[src/hw/rtl/alc_pkg.sv]
// Shared types and constants for the array list engine.
package alc_pkg;

  localparam int DATA_W       = 32;
  localparam int LEN_W        = 7;
  localparam int CMD_W        = 3;
  localparam int ST_W         = 2;
  localparam int CAPACITY_DEF = 64;

  typedef enum logic [CMD_W-1:0] {
    CMD_LOAD    = 3'd0,
    CMD_RESTORE = 3'd1,
    CMD_INSERT  = 3'd2,
    CMD_DELETE  = 3'd3,
    CMD_READ    = 3'd4,
    CMD_SEARCH  = 3'd5
  } cmd_t;

  typedef enum logic [ST_W-1:0] {
    ST_OK       = 2'd0,
    ST_FULL     = 2'd1,
    ST_BADPOS   = 2'd2,
    ST_NOTFOUND = 2'd3
  } status_t;

  typedef enum logic [1:0] {
    S_IDLE,
    S_DELETE,
    S_SEARCH
  } state_t;

  typedef enum logic [2:0] {
    OP_NONE,
    OP_LOAD,
    OP_RESTORE,
    OP_INSERT,
    OP_MARK,
    OP_BUBBLE
  } cell_op_t;

  // Broadcast control from the sequencer to every cell.
  typedef struct packed {
    cell_op_t          op;
    logic [DATA_W-1:0] value;
    logic [LEN_W-1:0]  pos;
    logic [LEN_W-1:0]  len;
    logic [LEN_W-1:0]  slen;
  } cell_ctl_t;

endpackage

[src/hw/rtl/alc_cell.sv]
// One list cell: holds a working entry, a saved entry and a keep flag.
module alc_cell import alc_pkg::*; #(
  parameter int IDX = 0
) (
  input  logic              clk,
  input  cell_ctl_t         ctl,
  input  logic [DATA_W-1:0] left_work,
  input  logic              left_keep,
  input  logic [DATA_W-1:0] right_work,
  input  logic              right_keep,
  output logic [DATA_W-1:0] work,
  output logic              keep,
  output logic              match,
  output logic              swap,
  output logic [DATA_W-1:0] rd_data
);

  localparam logic [LEN_W-1:0] POS0 = LEN_W'(IDX);
  localparam logic [LEN_W-1:0] POS1 = LEN_W'(IDX + 1);

  logic [DATA_W-1:0] saved;
  logic [DATA_W-1:0] work_next;
  logic [DATA_W-1:0] saved_next;
  logic              keep_next;
  logic              in_list;

  assign in_list = POS0 < ctl.len;
  assign match   = in_list && (work == ctl.value);
  // a hole directly below a kept entry pulls that entry down
  assign swap    = !keep && right_keep;
  assign rd_data = (ctl.pos == POS1) ? work : '0;

  always_comb begin
    work_next  = work;
    saved_next = saved;
    keep_next  = keep;
    unique case (ctl.op)
      OP_LOAD: begin
        if (ctl.len == POS0) work_next = ctl.value;
        if (ctl.slen == POS0) saved_next = ctl.value;
      end
      OP_RESTORE: work_next = saved;
      OP_INSERT: begin
        if (ctl.pos == POS1) work_next = ctl.value;
        else if (POS1 > ctl.pos) work_next = left_work;
      end
      OP_MARK: keep_next = in_list && (work != ctl.value);
      OP_BUBBLE: begin
        if (!keep && right_keep) begin
          work_next = right_work;
          keep_next = 1'b1;
        end else if (keep && !left_keep) begin
          keep_next = 1'b0;
        end
      end
      default: ;
    endcase
  end

  always_ff @(posedge clk) begin
    work  <= work_next;
    saved <= saved_next;
    keep  <= keep_next;
  end

endmodule

[config.mk]
export PLATFORM = sky130hd
export DESIGN_NAME = alc_cell
export DESIGN_NICKNAME = d
export VERILOG_FILES = /design/src/hw/rtl/alc_pkg.sv /design/src/hw/rtl/alc_cell.sv
export SDC_FILE = /design/constraint.sdc
export NUM_CORES = 1
export LEC_CHECK = 0
export BUFFER_PORTS_ARGS = -buffer_cell sky130_fd_sc_hd__buf_4
export CORE_ASPECT_RATIO = 2
export CORE_MARGIN = 4
export CORE_UTILIZATION = 44
export DETAILED_ROUTE_END_ITERATION = 10
export PLACE_DENSITY = 0.8
export SLEW_MARGIN = 15
export SYNTH_ARGS = -nofsm -noshare
export SYNTH_HDL_FRONTEND = slang
export SYNTH_SLANG_ARGS = --single-unit
[constraint.sdc]
create_clock -name clk -period 6.4 [get_ports clk]
set_input_delay 0.96 -clock clk [delete_from_list [all_inputs] [get_ports clk]]
set_output_delay 0.96 -clock clk [all_outputs]
set_load 0.01 [all_outputs]
# After elaboration in Yosys (flattened, before gate mapping)
# Index checks and enable logic that the tools add are counted.
[op_classes] order_cmp=2 eq_ne=12 muxes=9 reduce_logical=13
[ops] cell="$mux W32" count=5
[ops] cell="$pmux W32 S4" count=1
[ops] cell="$eq A32 B32 Y1" count=1
[ops] cell="$ne A32 B32 Y1" count=1
[ops] cell="$logic_not A7 Y1" count=2
[ops] cell="$eq A7 B1 Y1 const B" count=1
[ops] cell="$gt A1 B7 Y1 const A" count=1
[ops] cell="$lt A1 B7 Y1 const A" count=1
[ops] cell="$eq A3 B2 Y1 const B" count=2
[ops] cell="$eq A3 B3 Y1 const B" count=2
[ops] cell="$ne A3 B3 Y1 const B" count=2
[ops] cell="$logic_and A1 B1 Y1" count=4
[ops] cell="$ne A2 B2 Y1 const B" count=2
[ops] cell="$reduce_and A2 Y1" count=2
[ops] cell="$reduce_and A4 Y1" count=1
[ops] cell="$reduce_bool A4 Y1" count=1
[ops] cell="$eq A3 B1 Y1 const B" count=1
[ops] cell="$logic_not A1 Y1" count=2
[ops] cell="$mux W1" count=2
[ops] cell="$pmux W1 S2" count=1
[ops] cell="$reduce_bool A2 Y1" count=1
[word_totals] reg_bits=65 inputBits=123 output_inout_bits=67 wordCells=39

# Longest topological paths before layout
# Gate-level depths: netlist of run 1.
[depth] ltp_word=5 ltp_mapped=7 depth_no_buf=5

# Least setup slack after synthesis of run 1
# Ideal clock, no wire load.
[synth_timing] path_type="input-to-reg" from="input ctl[11] in the netlist's numbering" to="register work[0] (enable)" arrival_ns=4.356 required_ns=5.930 setup_slack_ns=1.573 path_stages=4 cell_sequence="or4_1 nor4_1 a21oi_1 o31ai_1"
[synth_between] elab_chain_cells=3
[synth_lines] item="start, declared" line="alc_cell.sv:6" rtl="input cell_ctl_t ctl,"
[synth_lines] item="$logic_not A7 Y1" line="alc_cell.sv:39" rtl="if (ctl.len == POS0) work_next = ctl.value;"
[synth_lines] item="$ne A2 B2 Y1 (no source line)"
[synth_lines] item="$reduce_and A4 Y1 (no source line)"
[synth_lines] item="end signal, assigned" line="alc_cell.sv:61" rtl="work <= work_next;"
[synth_lines] item="end, declared" line="alc_cell.sv:11" rtl="output logic [DATA_W-1:0] work,"
# Every way passes these cells.
# A chain may end at the register's enable or synchronous reset.

# Final worst setup path of run 1
[layout_timing] from="input ctl[24] in the netlist's numbering" to="output match"
[layout_between] elab_chain_cells=2
[layout_lines] item="$eq A32 B32 Y1" line="alc_cell.sv:28" rtl="assign match = in_list && (work == ctl.value);"
[layout_lines] item="$logic_and A1 B1 Y1" line="alc_cell.sv:28"
[layout_lines] item="end, declared" line="alc_cell.sv:13" rtl="output logic match,"
# Every way passes these cells.

==> results by group, run 1 <==
Setup path
  – Crit path largest cell delay: 0.53 ns
  – CP delay by family, top: simple AND/OR/NAND/NOR gates
  – CP max-delay cell: nor4_1
  – Flop-to-flop setup slack: 4.46 ns
  – R2R depth: 5
  – Crit path buf inv count: 2
  – Reg2reg start: work[3]
  – Setup CP Type: primary input to primary output
  – RR Endpoint: keep
  – Worst setup SP type: primary input
  – Most frequent CP cell: buf_4
  – Worst EP required: 5.44 ns
  – Critical path endpoint category: primary output
  – Crit path DAT: 2.39 ns
  – Worst Path Max Fanout: 3
  – CP Cell Sequence: buf_4 -> xnor2_1 -> nand4_1 -> nor4_1 -> nand2_1 -> nor2_1 -> buf_4

Floorplanning
  – DIE AREA: 9150 um2
  – Ports: 190
  – Num rows: 44
  – Starting Density: 0.457
  – Die width: 69.7 um
  – Die Y: ~130 um
  – Core Region: 7320 um2

Clock network
  – Post-cts hold buffer count: 0
  – Setup Buffers After CTS: 0
  – Post_cts resized: 0
  – Clock Tree Buf Depth: 2
  – Clock sink total: 65
  – CTS buffer count: 9
  – CTS clk-pin slew, worst paths: 0.05 ns
  – CTS root buf: clkbuf_16
  – CTS tree: done
  – Worst-skew pair later-pin latency: 0.32 ns
  – H-tree depth: 3

Logic synthesis
  – Top cells by count, synth: nand2_1 (68), edfxtp_1 (65), a222oi_1 (32), and2_1 (32), xnor2_1 (32)
  – Yosys top cell by area: edfxtp_1
  – Cell Area, Synth: 3350 um2
  – Top-count cell post-synth: nand2_1
  – Post-synth EDFFs: 65
  – Async set-reset flop share out of synthesis: 0
  – Yosys warnings: 0
  – Most used flip-flop cell after synthesis: edfxtp_1
  – Post-synthesis area per instance: ~12 um2
  – Yosys reg bits: 65
  – Largest cells by area after synthesis: edfxtp_1 (58%), a222oi_1 (9.6%), xnor2_1 (8.4%)
  – Syn nets: 403
  – Yosys cell types: 24
  – Synth top area share: 0.583
  – Seq/Total Area, Yosys: 0.583
  – Mapped Cells: 280

Route
  – Post-DR wirelength/cell: 20.4 um
  – TritonRoute pass-1 iters: 6
  – Drt via density: between 5 and 6
  – Vias post-DR: 3167
  – Final wirelength: roughly 11000 um
  – Antenna Nets Post-Route: 0
  – Initial DRC Count: around 390
  – DR DRC count: 0

Place
  – Routability cong.: ~0.81
  – Post-DP Area: 4850 um2
  – Port buffer count: between 150 and 200
  – DP HPWL: around 8500 um

Global routing
  – Total congestion overflow: 0
  – First-pass GRT wire length: ~18000 um
  – M1 GR Usage: 0.249
  – Largest net degree at the start of global routing: 37
  – Vias in the first global route: between 3000 and 4000
  – Met2 usage: 0.477
  – GR Util All Layers: 0.251
  – Busiest grt layer: met2
  – Initial antenna violation count: 0
  – Met3 Resource Use GR: 0.0466

Finish
  – Diode count: 0
  – Area grow syn2layout: 54.3%
  – Nets@finish: 589
  – Finished Cell Area: between 5000 and 6000 um2
  – Fraction of layout instances using a drive strength above 1: 0.454

Power and ir drop
  – Peak VDD IR: 188 uV
  – Power Total: 1.19 mW
  – LEAKAGE: approximately 2.2 nW
  – PD cells: 230 nW/um2

Worst hold path
  – HP Class: flop to flop
  – Worst hold stages: 2
  – Hold Path End: work[1]
  – Hold path start: saved[1]

STA
  – Period utilisation layout: 0.523
  – RSZ-0062 raised after global routing: false
  – Clk_skew: 0.00449 ns
  – Period minus WS final: ~3.3 ns
  – Final setup viols: 0
  – Final slew viol count: 0
  – Final TNS setup: 0 ns
  – Fmax: 299 MHz
  – Final Hold Viols: 0
  – Least-Margin Pin Slew: approximately 1.2 ns
  – Max-slew headroom: 0.195
  – WHS: 0.561 ns

Run
  – Max Cap Viol: 0

Status
  – Status: finished clean
[layout by cell type (no fill, tap or decap), types with 2 or more instances in the layout]
master	count
buf_4	192
nand2_1	68
edfxtp_1	65
a222oi_1	32
and2_1	32
xnor2_1	32
clkbuf_16	9
nand4_1	8
nor4_1	5
a21oi_1	4
nor2_1	3
clkinvlp_4	2
bufinv_16	2
clkbuf_1	2
[layout make-up]
type	instances	area [um2]
Tap cell	92	115
Inverter	1	3.75
Timing Repair Buffer	192	1440
Multi-Input combinational cell	197	1340
Clock inverter	5	80.1
Sequential cell	65	1950
Clock buffer	11	233
Fill cell	597	2160
[layer usage]
metal	part of all wire	routed length, um
met1	0.33	3740
met2	0.57	6550
met4	0.042	485
met3	0.063	723
met5	0	0
[flip-flops by register name (all words and copies together), names as in the netlist]
name   count
saved     32
work      32
keep       1
[logic make-up after synthesis]
family / share of synthesized area
AOI/OAI and AO/OA: 0.111
and+or+nand+nor: 0.193
xor gates and xnor gates: 0.0838
DFF: 0.583
buffers and inverters: 0.0288
[how the worst max path moves through the flow]
stage / start / to / slack (ns) / cells past startpoint
after floorplan: ctl[11] / work[0] / 1.57 / 4
after global placement: ctl[44] / match / 3.04 / 7
after detailed placement: ctl[44] / match / 3.05 / 7
after CTS: ctl[44] / match / 3.04 / 7
after global routing: ctl[44] / match / 2.94 / 7
final: ctl[24] / match / 3.05 / 7
[worst min-delay path, cell delays in order (launching register included)]
cell	delay (ns)
edfxtp_1	0.32
a222oi_1	0.08
nand2_1	0.06
[per-stage QoR]
stage               worst slack (ns)  instances  utilization
CTS                             3.04        563        0.705
floorplan                       1.57        280            -
global placement                3.04        547        0.662
finish                          3.05        563        0.705
global route                    2.94        563        0.705
detailed placement              3.05        547        0.662
[where the power goes]
group / internal [mW] / switching (mW) / total [mW]
sequential: 0.487 / 0.0119 / 0.499
combinational: 0.0952 / 0.0780 / 0.173
clock: 0.340 / 0.174 / 0.514
total: 0.923 / 0.264 / 1.19
(Power assumes the default switching activity.)
==> inputs of run 2 (changes only) <==
clock period = 3.35 ns   (was 6.4 ns; I/O delays follow)
==> run 2 against run 1 <==
Sequential cell count is the same. Design area is essentially flat. Critical path depth shrank 1. Utilization shrank 0.051 points. Die area is the same. Register-to-register slack lost 3.1 ns. Critical endpoint unchanged. Global-route usage shrank 0.73 points. Sequential share of layout area is essentially flat. Largest power group unchanged. Worst setup slack lost 2.3 ns.
==> results by group, run 2 (synthesis gave the netlist of run 1 again) <==
Setup path
  – Worst setup SP type: flop
  – Crit path buf inv count: 1 (-1)
  – Crit path largest cell delay: 0.46 ns (-0.07 ns)
  – CP Cell Sequence: xnor2_1 -> nand4_1 -> nor4_1 -> nand2_1 -> nor2_1 -> buf_4
  – Critical path endpoint category: primary output
  – Worst Path Max Fanout: 3 (unchanged)
  – Setup CP Type: flop to primary output
  – Worst EP required: 2.85 ns (-2.59 ns)
  – CP max-delay cell: nor4_1
  – Crit path DAT: 2.06 ns (-0.33 ns)
  – CP delay by family, top: simple AND/OR/NAND/NOR gates

Global routing
  – Largest net degree at the start of global routing: 36 (-2.7%)
  – Total congestion overflow: 0 (unchanged)
  – Vias in the first global route: 3298 (-2.1%)
  – Initial antenna violation count: 0 (unchanged)
  – First-pass GRT wire length: 17200 um (-2.2%)
  – GR Util All Layers: 0.243 (-0.00726)

Finish
  – Biggest regs: saved x32, work x32, keep x1
  – Fraction of layout instances using a drive strength above 1: 0.452 (-0.00212)
  – Non-filler instance count after layout: 563 (unchanged)
  – Area grow syn2layout: 54.2% (about the same)
  – Diode count: 0 (unchanged)
  – Commonest non-fill, non-tap cell in the layout: buf_4
  – FILL cells: 574 (-3.9%)
  – Nets@finish: 590 (+0.17%)
  – Finished Cell Area: 5160 um2 (about the same)
  – Most frequent cells in the layout: buf_4 (193), nand2_1 (68), edfxtp_1 (65)

Power and ir drop
  – PD cells: 434 nW/um2 (+89%)
  – LEAKAGE: 2.22 nW (+0.30%)
  – Peak VDD IR: 419 uV (+120%)

Floorplanning
  – Die Y: 131 um (unchanged)
  – DIE AREA: 9150 um2 (unchanged)
  – Starting Density: 0.457 (unchanged)
  – Ports: 190 (unchanged)
  – Die width: 69.7 um (unchanged)
  – Num rows: 44 (unchanged)
  – Core Region: 7320 um2 (unchanged)

Status
  – Status: finished clean

STA
  – RSZ-0062 raised after global routing: false
  – Period minus WS final: 2.57 ns
  – Period utilisation layout: 0.766
  – Least-Margin Pin Slew: 0.894 ns (-0.308 ns)
  – Fmax: 390 MHz
  – Setup ws final: 0.785 ns (-2.27 ns)
  – Clk_skew: 0.00529 ns (+0.000806 ns)
  – Final setup viols: 0 (unchanged)
  – Final Hold Viols: 0 (unchanged)
  – Max-slew headroom: 0.403 (+0.207)
  – Final slew viol count: 0 (unchanged)
  – Final TNS setup: 0 ns (unchanged)

Clock network
  – Post_cts resized: 0 (unchanged)
  – Clock Tree Buf Depth: 2 (unchanged)
  – CTS tree: done
  – Post-cts hold buffer count: 0 (unchanged)
  – Worst-skew pair later-pin latency: 0.32 ns (about the same)
  – CTS root buf: clkbuf_16
  – CTS clk-pin slew, worst paths: 0.05 ns (about the same)
  – Clock sink total: 65 (unchanged)
  – Setup Buffers After CTS: 0 (unchanged)
  – CTS buffer count: 9 (unchanged)
  – H-tree depth: 3 (unchanged)

Route
  – Drt via density: 5.48 (-2.6%)
  – DR DRC count: 0 (unchanged)
  – Antenna Nets Post-Route: 0 (unchanged)
  – Post-DR wirelength/cell: 20.0 um (-2.2%)
  – Initial DRC Count: 306 (-22%)
  – TritonRoute pass-1 iters: 8 (+2)
  – Vias post-DR: 3085 (-2.6%)
  – Final wirelength: 11200 um (-2.2%)

Place
  – Post-DP Area: 4860 um2 (+0.15%)
  – Routability cong.: 0.796 (-1.7%)
  – Pre-CTS setup slack: 0.659 ns (-2.39 ns)
  – DP HPWL: 8290 um (-2.7%)
  – Port buffer count: 189 (unchanged)
  – Placed insts: 548 (+0.18%)

Run
  – Max Cap Viol: 0 (unchanged)

Worst hold path
  – HP Class: primary input to flop
[run 2: cell types whose count changed in the layout (fill, tap and decap cells not counted)]
| cell | delta |
|---|---|
| clkinvlp_4 | -2 |
| buf_4 | +1 |
| clkinv_1 | +1 |
[run 2: final timing paths]
kind	end	cells after the start	slack (ns)	start
hold / removal	saved[24]	1	0.38	ctl[45]
setup reg to reg	keep	5	1.41	work[23]
setup / recovery	match	6	0.78	work[23]
hold reg to reg	work[13]	2	0.55	saved[13]
[run 2: metal layers]
metal	vias to the layer above	wire, um	share of wire	GRT usage
met4	0	315	0.028	0.104
met5	-	0	0	0
met3	21	867	0.077	0.0596
met2	151	6310	0.56	0.465
li1	1444	-	-	-
met1	1469	3760	0.33	0.243
[run 2: area by class of cell]
type	count	area (um2)	share of cell area
Timing Repair Buffer	193	1450	0.281
Clock inverter	4	68.8	0.0133
Tap cell	92	115	0.0223
Clock buffer	11	233	0.0451
Sequential cell	65	1950	0.378
Inverter	1	3.75	0.000728
Multi-Input combinational cell	197	1340	0.259
[run 2: power by group]
group	internal (mW)	leakage [nW]	switching (mW)
combinational	0.182	1.47	0.148
sequential	0.931	0.597	0.0220
clock	0.643	0.147	0.313
total	1.76	2.22	0.483
[run 2: metrics by stage]
step                utilization  hold WS [ns]  total power, mW
floorplan                     -         0.527             1.10
global placement          0.663         0.530             1.29
detailed placement        0.663         0.543             1.30
CTS                       0.704         0.370             2.26
global route              0.704         0.375             2.31
finish                    0.704         0.381             2.24
